## config.mk

```make
export PLATFORM = sky130hd
export DESIGN_NAME = gcode_comment_stripper_unit
export DESIGN_NICKNAME = d
export VERILOG_FILES = /design/src/rtl/core/gcs_pkg.sv /design/src/rtl/core/gcs_ctrl.sv /design/src/rtl/core/gcs_dp.sv /design/src/rtl/core/gcode_comment_stripper_unit.sv
export SDC_FILE = /design/constraint.sdc
export NUM_CORES = 1
export LEC_CHECK = 0
export BUFFER_PORTS_ARGS = -buffer_cell sky130_fd_sc_hd__buf_2
export CAP_MARGIN = 20
export CORE_UTILIZATION = 57
export CTS_BUF_LIST = sky130_fd_sc_hd__clkbuf_4 sky130_fd_sc_hd__clkbuf_8
export CTS_CLUSTER_DIAMETER = 60
export DETAILED_ROUTE_END_ITERATION = 7
export PLACE_DENSITY = 0.74
export SLEW_MARGIN = 10
export SYNTH_ARGS = -nofsm -noshare
export SYNTH_HDL_FRONTEND = slang
export SYNTH_SLANG_ARGS = --single-unit
```

## constraint.sdc

```tcl
create_clock -name clock -period 8 [get_ports clock]
set_input_delay 0.8 -clock clock [delete_from_list [all_inputs] [get_ports clock]]
set_output_delay 0.8 -clock clock [all_outputs]
set_load 0.02 [all_outputs]
```

## src/rtl/core/gcs_pkg.sv

```systemverilog
// Shared constants, types and helpers for the G-code comment stripper.
`default_nettype none

package gcs_pkg;

   localparam int unsigned SPACE_DEPTH_DEF = 32;

   localparam logic [7:0] CH_NEWLINE = 8'd10;
   localparam logic [7:0] CH_CR      = 8'd13;
   localparam logic [7:0] CH_TAB     = 8'd9;
   localparam logic [7:0] CH_SPACE   = 8'd32;
   localparam logic [7:0] CH_SEMI    = 8'd59;
   localparam logic [7:0] CH_OPEN    = 8'd40;
   localparam logic [7:0] CH_CLOSE   = 8'd41;

   typedef struct packed {
      logic accept;
      logic rd_en;
      logic load_sp;
      logic load_ch;
      logic load_nl;
   } gcs_cmd_type;

   typedef struct packed {
      logic emit_char;
      logic emit_nl;
      logic has_pending;
      logic last_space;
      logic out_free;
   } gcs_status_type;

   function automatic logic is_blank(input logic [7:0] c);
      return ((c >= CH_TAB) && (c <= CH_CR)) || (c == CH_SPACE);
   endfunction

endpackage

`default_nettype wire

```

## src/rtl/core/gcs_ctrl.sv

```systemverilog
// Sequencing controller: input transfer, whitespace drain and result loading.
`default_nettype none

module gcs_ctrl
   import gcs_pkg::*;
(
   input  wire logic           clock,
   input  wire logic           reset,
   input  wire logic           req_valid,
   output logic                req_stall,
   input  wire gcs_status_type status,
   output gcs_cmd_type         cmd
);

   typedef enum logic [4:0] {
      ST_IDLE    = 5'b00001,
      ST_FETCH   = 5'b00010,
      ST_SEND_SP = 5'b00100,
      ST_SEND_CH = 5'b01000,
      ST_SEND_NL = 5'b10000
   } gcs_state_type;

   gcs_state_type state_ff, state_in;

   always_ff @(posedge clock) begin
      if (reset) begin
         state_ff <= ST_IDLE;
      end else begin
         state_ff <= state_in;
      end
   end

   assign req_stall = (state_ff != ST_IDLE);

   always_comb begin
      state_in    = state_ff;
      cmd         = '0;
      unique case (state_ff)
         ST_IDLE: begin
            if (req_valid) begin
               cmd.accept = 1'b1;
               if (status.emit_nl) begin
                  state_in = ST_SEND_NL;
               end else if (status.emit_char && status.has_pending) begin
                  state_in = ST_FETCH;
               end else if (status.emit_char) begin
                  state_in = ST_SEND_CH;
               end
            end
         end
         ST_FETCH: begin
            cmd.rd_en = 1'b1;
            state_in  = ST_SEND_SP;
         end
         ST_SEND_SP: begin
            if (status.out_free) begin
               cmd.load_sp = 1'b1;
               state_in    = status.last_space ? ST_SEND_CH : ST_FETCH;
            end
         end
         ST_SEND_CH: begin
            if (status.out_free) begin
               cmd.load_ch = 1'b1;
               state_in    = ST_IDLE;
            end
         end
         ST_SEND_NL: begin
            if (status.out_free) begin
               cmd.load_nl = 1'b1;
               state_in    = ST_IDLE;
            end
         end
         default: begin
            state_in = ST_IDLE;
         end
      endcase
   end

endmodule

`default_nettype wire

```

## src/rtl/core/gcs_dp.sv

```systemverilog
// Datapath: line state, held whitespace store and result register.
`default_nettype none

module gcs_dp
   import gcs_pkg::*;
#(
   parameter int unsigned SPACE_DEPTH = SPACE_DEPTH_DEF
) (
   input  wire logic         clock,
   input  wire logic         reset,
   input  wire logic [7:0]   req_in_byte,
   input  wire logic         req_end_of_stream,
   input  wire gcs_cmd_type  cmd,
   output gcs_status_type    status,
   output logic              rsp_valid,
   input  wire logic         rsp_stall,
   output logic [7:0]        rsp_out_byte,
   output logic              rsp_line_end,
   output logic              rsp_overflow,
   output logic              rsp_run_last
);

   localparam int unsigned CNT_W = $clog2(SPACE_DEPTH + 1);
   localparam int unsigned IDX_W = (SPACE_DEPTH > 1) ? $clog2(SPACE_DEPTH) : 1;
   localparam logic [CNT_W-1:0] DEPTH_C = CNT_W'(SPACE_DEPTH);

   logic [7:0] space_mem [SPACE_DEPTH];

   logic             comment_ff, comment_in;
   logic             paren_ff, paren_in;
   logic             content_ff, content_in;
   logic [CNT_W-1:0] count_ff, count_in;
   logic             ovf_ff, ovf_in;
   logic [CNT_W-1:0] total_ff, total_in;
   logic [IDX_W-1:0] idx_ff, idx_in;
   logic [7:0]       char_ff, char_in;
   logic [7:0]       rd_data_ff;
   logic             valid_ff, valid_in;
   logic [7:0]       byte_ff, byte_in;
   logic             end_ff, end_in;
   logic             last_ff, last_in;
   logic             flag_ff, flag_in;

   logic             wr_en;
   logic             emit_char;
   logic             emit_nl;
   logic             out_free;
   logic             load;

   always_comb begin
      comment_in = comment_ff;
      paren_in   = paren_ff;
      content_in = content_ff;
      count_in   = count_ff;
      ovf_in     = ovf_ff;
      total_in   = total_ff;
      char_in    = char_ff;
      wr_en      = 1'b0;
      emit_char  = 1'b0;
      emit_nl    = 1'b0;
      if (req_in_byte == CH_NEWLINE) begin
         emit_nl    = content_ff;
         comment_in = 1'b0;
         paren_in   = 1'b0;
         content_in = 1'b0;
         count_in   = '0;
      end else begin
         if (comment_ff) begin
            comment_in = 1'b1;
         end else if (req_in_byte == CH_SEMI) begin
            comment_in = 1'b1;
         end else if (req_in_byte == CH_OPEN) begin
            paren_in = 1'b1;
         end else if (req_in_byte == CH_CLOSE) begin
            paren_in = 1'b0;
         end else if (paren_ff) begin
            paren_in = 1'b1;
         end else if (is_blank(req_in_byte)) begin
            if (content_ff) begin
               if (count_ff < DEPTH_C) begin
                  wr_en    = 1'b1;
                  count_in = count_ff + CNT_W'(1);
               end else begin
                  ovf_in = 1'b1;
               end
            end
         end else begin
            emit_char  = 1'b1;
            total_in   = count_ff;
            count_in   = '0;
            content_in = 1'b1;
            char_in    = req_in_byte;
         end
         if (req_end_of_stream) begin
            comment_in = 1'b0;
            paren_in   = 1'b0;
            content_in = 1'b0;
            count_in   = '0;
         end
      end
   end

   always_ff @(posedge clock) begin
      if (reset) begin
         comment_ff <= 1'b0;
         paren_ff   <= 1'b0;
         content_ff <= 1'b0;
         count_ff   <= '0;
         ovf_ff     <= 1'b0;
      end else if (cmd.accept) begin
         comment_ff <= comment_in;
         paren_ff   <= paren_in;
         content_ff <= content_in;
         count_ff   <= count_in;
         ovf_ff     <= ovf_in;
      end
   end

   always_ff @(posedge clock) begin
      if (cmd.accept) begin
         total_ff <= total_in;
         char_ff  <= char_in;
      end
   end

   always_ff @(posedge clock) begin
      if (cmd.accept && wr_en) begin
         space_mem[count_ff[IDX_W-1:0]] <= req_in_byte;
      end
   end

   always_ff @(posedge clock) begin
      if (cmd.rd_en) begin
         rd_data_ff <= space_mem[idx_ff];
      end
   end

   always_comb begin
      idx_in = idx_ff;
      if (cmd.accept) begin
         idx_in = '0;
      end else if (cmd.load_sp) begin
         idx_in = idx_ff + IDX_W'(1);
      end
   end

   always_ff @(posedge clock) begin
      if (reset) begin
         idx_ff <= '0;
      end else begin
         idx_ff <= idx_in;
      end
   end

   // result register
   assign out_free = !valid_ff || !rsp_stall;
   assign load     = cmd.load_sp || cmd.load_ch || cmd.load_nl;

   always_comb begin
      valid_in = valid_ff;
      byte_in  = byte_ff;
      end_in   = end_ff;
      last_in  = last_ff;
      flag_in  = flag_ff;
      if (load) begin
         valid_in = 1'b1;
         end_in   = cmd.load_nl;
         last_in  = cmd.load_ch || cmd.load_nl;
         flag_in  = ovf_ff;
         if (cmd.load_sp) begin
            byte_in = rd_data_ff;
         end else if (cmd.load_ch) begin
            byte_in = char_ff;
         end else begin
            byte_in = CH_NEWLINE;
         end
      end else if (!rsp_stall) begin
         valid_in = 1'b0;
      end
   end

   always_ff @(posedge clock) begin
      if (reset) begin
         valid_ff <= 1'b0;
      end else begin
         valid_ff <= valid_in;
      end
   end

   always_ff @(posedge clock) begin
      byte_ff <= byte_in;
      end_ff  <= end_in;
      last_ff <= last_in;
      flag_ff <= flag_in;
   end

   assign rsp_valid    = valid_ff;
   assign rsp_out_byte = byte_ff;
   assign rsp_line_end = end_ff;
   assign rsp_run_last = last_ff;
   assign rsp_overflow = flag_ff;

   assign status.emit_char   = emit_char;
   assign status.emit_nl     = emit_nl;
   assign status.has_pending = (count_ff != '0);
   assign status.last_space  = ((CNT_W'(idx_ff) + CNT_W'(1)) == total_ff);
   assign status.out_free    = out_free;

endmodule

`default_nettype wire

```

## src/rtl/core/gcode_comment_stripper_unit.sv

```systemverilog
// Top level of the G-code comment stripper: controller plus datapath.
//
//   channel | direction | transfer when       | payload
//   req_    | in        | req_valid & !stall | in_byte, end_of_stream
//   rsp_    | out       | rsp_valid & !stall | out_byte, line_end, overflow, run_last
//
// An input byte that releases nothing is only accepted; a kept character
// is then loaded via ST_SEND_CH, a separator via ST_SEND_NL. Each held
// whitespace byte takes a registered read of the whitespace store, then
// the result register load. Synchronous active-high reset clears line state,
// the overflow flag and the result valid. A stall on rsp_ holds the sequence.
`default_nettype none

module gcode_comment_stripper_unit
   import gcs_pkg::*;
#(
   parameter int unsigned SPACE_DEPTH = SPACE_DEPTH_DEF
) (
   input  wire logic       clock,
   input  wire logic       reset,
   input  wire logic       req_valid,
   output logic            req_stall,
   input  wire logic [7:0] req_in_byte,
   input  wire logic       req_end_of_stream,
   output logic            rsp_valid,
   input  wire logic       rsp_stall,
   output logic [7:0]      rsp_out_byte,
   output logic            rsp_line_end,
   output logic            rsp_overflow,
   output logic            rsp_run_last
);

   gcs_cmd_type    cmd;
   gcs_status_type status;

   gcs_ctrl u_ctrl (
      .clock     (clock),
      .reset     (reset),
      .req_valid (req_valid),
      .req_stall (req_stall),
      .status    (status),
      .cmd       (cmd)
   );

   gcs_dp #(
      .SPACE_DEPTH (SPACE_DEPTH)
   ) u_dp (
      .clock             (clock),
      .reset             (reset),
      .req_in_byte       (req_in_byte),
      .req_end_of_stream (req_end_of_stream),
      .cmd               (cmd),
      .status            (status),
      .rsp_valid         (rsp_valid),
      .rsp_stall         (rsp_stall),
      .rsp_out_byte      (rsp_out_byte),
      .rsp_line_end      (rsp_line_end),
      .rsp_overflow      (rsp_overflow),
      .rsp_run_last      (rsp_run_last)
   );

endmodule

`default_nettype wire
```

**Yosys cells after proc, flatten, opt, wreduce, memory -nomap -nowiden**

Memory sizes are Yosys's and may differ from the RTL's. A register that Yosys moved wholly into a read port is not among the register bits.
Index checks and enable logic that the tools add are counted.

- Bitwise operators: 8
- $add $sub $neg: 3
- Divide/modulo/power cells: 0
- Mux-type cells: 67
- Reductions and logical operators: 19
- Shift-type cells: 0
- Equal/unequal tests: 25
- Magnitude comparators: 3
- Multiply operators: 0

Operators with widths:

| cell | count |
|---|---|
| $mux 6 | 10 |
| $mux 1 | 47 |
| $eq 8x6->1 const B | 4 |
| $mux 5 | 6 |
| $pmux 5 s4 | 1 |
| $mux 8 | 2 |
| $reduce_and 8->1 | 2 |
| $ne 3x2->1 const B | 4 |
| $reduce_and 10->1 | 1 |
| $eq 8x4->1 const B | 1 |
| $ge 8x4->1 const B | 1 |
| $le 8x4->1 const B | 1 |
| $not 1->1 | 8 |
| $reduce_and 7->1 | 1 |
| $add 5x1->6 const B | 1 |
| $add 6x1->6 const B | 1 |
| $eq 6x6->1 | 1 |
| $lt 6x6->1 const B | 1 |
| $ne 2x1->1 const B | 3 |
| $ne 3x3->1 const B | 2 |
| $reduce_bool 6->1 | 1 |
| $add 5x1->5 const B | 1 |
| $eq 5x1->1 const B | 1 |
| $eq 5x2->1 const B | 1 |
| 15 further kinds | 23 |

- Output and inout port bits: 13
- Input bits: 13
- ROM bits: 0
- Memories: 1
- Bits in latches: 0
- Register bits: 46
- Word-level logic and storage cells: 140
- Bits in writable memories: 256

Memory list:

| memory | words | width | rd ports | clocked after Yosys merged registers in | write ports | line | source |
|---|---|---|---|---|---|---|---|
| u_dp.space_mem | 32 | 8 | 1 | 1 | 1 | gcs_dp.sv:27 | `logic [7:0] space_mem [SPACE_DEPTH];` |

**Logic depth before layout (Yosys ltp)**

- Word-level depth: 15
- Gate-level depth with buffers: 8
- Depth with buffers taken out: 6

**Modules after synthesis**

From an unflattened synthesis, not the netlist that was laid out.

- Cells, all modules: 680
- Area, all modules: 12522.0 um2

By module, submodules not included:

| module | instances | seq. area each (um2) | area an instance (um2) | cells an instance |
|---|---|---|---|---|
| gcs_dp | 1 | 8998.6 | 12176.7 | 636 |
| gcs_ctrl | 1 | 100.1 | 345.3 | 44 |

**Least setup slack after synthesis**

OpenSTA, ideal clock, no wires.

- Kind: input port to flip-flop
- Start point: input req_in_byte[2]
- End point: memory u_dp.space_mem[11][0] (enable)
- Setup time: 0.370 ns
- Cell stages on the path: 5
- Slack: 4.892 ns
- Data required time: 7.630 ns
- Data arrival time: 2.738 ns
- Path buffers: 0
- Path through: nor4b_4 > o211ai_1 > a2111oi_4 > nand4_1 > nor2_1

- Word-level cells in the longest chain between the ends: 13
- Elaborated cells between the ends (all ways): 19
- Classes of those cells: 2 x order compare; 5 x eq/ne; 9 x mux; 3 x reduce/logical

RTL lines:

| element | line | source |
|---|---|---|
| start, declared | gcode_comment_stripper_unit.sv:23 | `input wire logic [7:0] req_in_byte,` |
| $ge 8x4->1 / $le 8x4->1 (equally long branches) | gcs_pkg.sv:33 | `return ((c >= CH_TAB) && (c <= CH_CR)) \|\| (c == CH_SPACE);` |
| $logic_and 1x1->1 | gcs_pkg.sv:33 |  |
| $logic_or 1x1->1 | gcs_pkg.sv:33 |  |
| $mux 1 | gcs_dp.sv:78 | `end else if (is_blank(req_in_byte)) begin` |
| $mux 1 | gcs_dp.sv:76 | `end else if (paren_ff) begin` |
| $mux 1 | gcs_dp.sv:74 | `end else if (req_in_byte == CH_CLOSE) begin` |
| $mux 1 | gcs_dp.sv:72 | `end else if (req_in_byte == CH_OPEN) begin` |
| $mux 1 | gcs_dp.sv:70 | `end else if (req_in_byte == CH_SEMI) begin` |
| $mux 1 | gcs_dp.sv:68 | `if (comment_ff) begin` |
| $mux 1 (*) | gcs_dp.sv:61 | `if (req_in_byte == CH_NEWLINE) begin` |
| $logic_and 1x1->1 (*) | gcs_dp.sv:127 | `if (cmd.accept && wr_en) begin` |
| $mux 1 (*) | gcs_dp.sv:127 |  |
| $mux 1 (implied by the code) (*) | gcs_dp.sv:128 | `space_mem[count_ff[IDX_W-1:0]] <= req_in_byte;` |
| end, declared | gcs_dp.sv:27 |  |

Every way passes the cells marked *; elsewhere a longest branch is shown, timed or not.

**Final worst setup path**

- Start point: input req_in_byte[2]
- End point: memory u_dp.space_mem[18][0] (enable)

Same word-level chain as after synthesis.

==> qor.yml <==
start_util: 0.5863
hpwl_um: 16360
grt_util_all_layers: 0.2567
syn_nets: 653
ctsLongestPathBuffers: 3
cts_root_buffer: "clkbuf_8"
grt_pass1_vias: 6531
relSlewSlack: 0.2975
grt_max_degree: 69
grt_remaining_overflow: 0
die_y_um: 149.7
cp_cell_sequence: "buf_2, nor4b_4, o211ai_1, a2111oi_4, nand4_1, nor2_1"
min_period_over_period: 0.5129
rows: 53
port_buffers: 25
clock-sinks: 310
die_w_um: 149.7
crit_family: "simple AND/OR/NAND/NOR gates"
postCtsHoldBufs: 0
postSynthAreaPerCell_um2: 19.59
path_clk_slew_ps: 60
critPathMaxFanout: 36
cp.arrival_ps: 4280
wl_per_cell_um: 26.89
timing.hold.ws_ps: 465.2
cts_resized: 0
drtPass1Iterations: 5
async_flop_share: 0
finalMaxSlewViolations: 0
yosysTopAreaCell: "edfxtp_1"
slowest_delay_ps: 820
cap_viol_max_count: 0
ys_top_cells_by_count: "289 x edfxtp_1, 80 x mux4_2, 50 x nor2_1, 21 x clkbuf_1, 21 x dfxtp_1"
synth_ff_type: "edfxtp_1"
synthCells: 635
worstPathRequired_ps: 8170
fin_setup_tns_ps: 0
gp_congestion: 0.8961
ys_types: 54
rr_startpoint: "u_ctrl.state_ff[2]"
numCtsBuffers: 49
drc: 0
drt_iter0_markers: 584
grt_first_pass_wirelength_um: 40720
vias: 6407
drive_gt1_frac: 0.2731
cts_max_level: 2
core_region_area_mm2: 0.02122
synth_seq_cells: 310
antenna_found_initial: 1
nets: 705
io_pins: 26
final_cell_area_mm2: 0.01377
power_frac_comb: 0.043
p_leak_nw: 4.227
start_kind: "input pin"
clk_latency_ps: 580
slowest_stage: "nor2_1"
switching_share: 0.2231
cts_tree: "built"
antenna_cells: 0
postRouteWirelength_um: 26890
crit_type: "in2reg"
antenna_left: 0
reg2reg_slack_ps: 4360
cp-end-kind: "register"
placed_area_mm2: 0.01283
intPower_mw: 2.484
dieArea_mm2: 0.02242
synth_edf_count: 289
synth_area_leaders: "edfxtp_1 70%, mux4_2 14%, dfxtp_1 3.4%"
hold_path_class: "reg2reg"
crit_buf_inv: 1
hold_viol: 0
fin_worst_skew_ps: 40.63
synth_top_area_frac: 0.6975
netlist_area_mm2: 0.01244
yosys_warnings: 0
worst_pin_slew_ps: 1052
period_needed_ps: 4103
crit_start: "req_in_byte[2]"
post-cts-setup-buffers: 0
via_per_inst: 6.407
area_growth_pct: 10.64
max_freq_mhz: 243.7
setup_viol: 0
power_switching_uw: 713.4
power_density_mw_per_mm2: 232.3
hp-start: "u_dp.ovf_ff"
rsz0062_at_grt: "no"
clockPowerShare: 0.391
seqPwrFrac: 0.566
status: "finished, final reports clean"
ir_worst_vdd_mv: 0.1479
synth-seq-area-share: 0.7313
yosysMostFrequentCell: "edfxtp_1"
==> metal layers <==
layer	GRT usage	wire length (µm)	up-vias
met2	0.3921	12800	348
met5	0	13	-
met1	0.3724	11280	3248
met4	0.08889	638	2
li1	-	-	2757
met3	0.05366	2161	52
==> per-stage QoR <==
stage | cells | power [mW] | util | setup slack [ps]
after detailed placement | 910 | 1.979 | 0.6047 | 3395
final | 1000 | 3.198 | 0.6487 | 3897
after global routing | 1000 | 3.302 | 0.6487 | 3632
after global placement | 909 | 1.973 | 0.6044 | 3561
after CTS | 999 | 3.220 | 0.6483 | 3998
after floorplan | 635 | 1.918 | - | 4892
==> layout by cell type, fill, tap and decap left out, types with 2 or more instances in the layout <==
cell type | Yosys | layout
o22a_1 | 2 | 2
nand2_1 | 9 | 9
a2111oi_0 | 3 | 3
a211oi_1 | 4 | 4
xor2_1 | 6 | 6
clkbuf_8 | 0 | 53
nor3_1 | 6 | 6
clkinv_2 | 0 | 8
clkinv_1 | 0 | 17
a21oi_1 | 10 | 10
xnor2_1 | 8 | 8
mux4_2 | 80 | 80
mux2i_1 | 3 | 3
and3_1 | 5 | 5
o211ai_1 | 8 | 8
o211a_1 | 3 | 3
a21o_1 | 2 | 2
mux2_2 | 8 | 8
or3_1 | 3 | 3
buf_2 | 4 | 25
ha_1 | 5 | 5
a31oi_1 | 4 | 4
and3b_1 | 2 | 2
nor2_1 | 50 | 50
edfxtp_1 | 289 | 289
nand4_1 | 11 | 11
nor4b_1 | 3 | 3
nand3b_1 | 5 | 5
nand3_1 | 10 | 10
dfxtp_1 | 21 | 19
a211o_1 | 3 | 3
o2111ai_1 | 3 | 3
and4_1 | 3 | 3
clkbuf_4 | 0 | 8
a22o_1 | 6 | 6
buf_4 | 1 | 6
inv_1 | 7 | 7
o21ai_0 | 5 | 5
==> flip-flops by register name, summed over array words and instances (netlist names) <==
name,count
u_ctrl.state_ff,5
u_dp.char_ff,8
u_dp.comment_ff,1
u_dp.content_ff,1
u_dp.count_ff,6
u_dp.idx_ff,5
u_dp.ovf_ff,1
u_dp.paren_ff,1
u_dp.rd_data_ff,8
u_dp.rsp_line_end,1
u_dp.rsp_out_byte,8
u_dp.rsp_overflow,1
u_dp.rsp_run_last,1
u_dp.rsp_valid,1
u_dp.space_mem,256
u_dp.total_ff,6
==> worst register-to-register path, delay by kind of cell (launching register included) <==
| kind | cells | cell delay [ps] |
|---|---|---|
| simple gates | 5 | 2830 |
| flops | 1 | 400 |
==> worst paths after layout <==
path / to / cells past startpoint
setup / recovery: u_dp.space_mem[18][0] / 6
setup reg to reg: u_dp.space_mem[18][0] / 5
hold / removal: u_dp.rsp_overflow / 0
hold reg to reg: u_dp.rsp_overflow / 0
==> cells by family (layout without fill, tap and decap cells) <==
group | Yosys count | in the layout | synth area share
AO/OA/AOI/OAI | 60 | 60 | 0.03721
flip-flops | 310 | 310 | 0.7313
AND/OR/NAND/NOR | 118 | 118 | 0.05029
buffers and inverters | 37 | 127 | 0.01187
XOR/XNOR | 14 | 14 | 0.009855
adder cells (fa/ha/maj) | 5 | 5 | 0.005028
multiplexers | 91 | 91 | 0.1545
==> layout make-up <==
type,instances,area (µm²)
inverters,7,26.28
well taps,275,344.1
fillers,1415,7455
flip-flops and latches,310,9104
repair buffers,31,170.2
clock inverters,28,136.4
clock buffers,61,789.5
multi-input cells,288,3196
==> power by group through the flow <==
| stage | clock, mW | sequential [mW] | combinational (mW) |
|---|---|---|---|
| after floorplan | 0 | 1.84 | 0.0750 |
| after global placement | 0 | 1.84 | 0.130 |
| after detailed placement | 0 | 1.84 | 0.136 |
| after CTS | 1.27 | 1.81 | 0.137 |
| after global routing | 1.34 | 1.81 | 0.150 |
| final | 1.25 | 1.81 | 0.138 |
No activity file was read; power rests on OpenSTA's default activity.
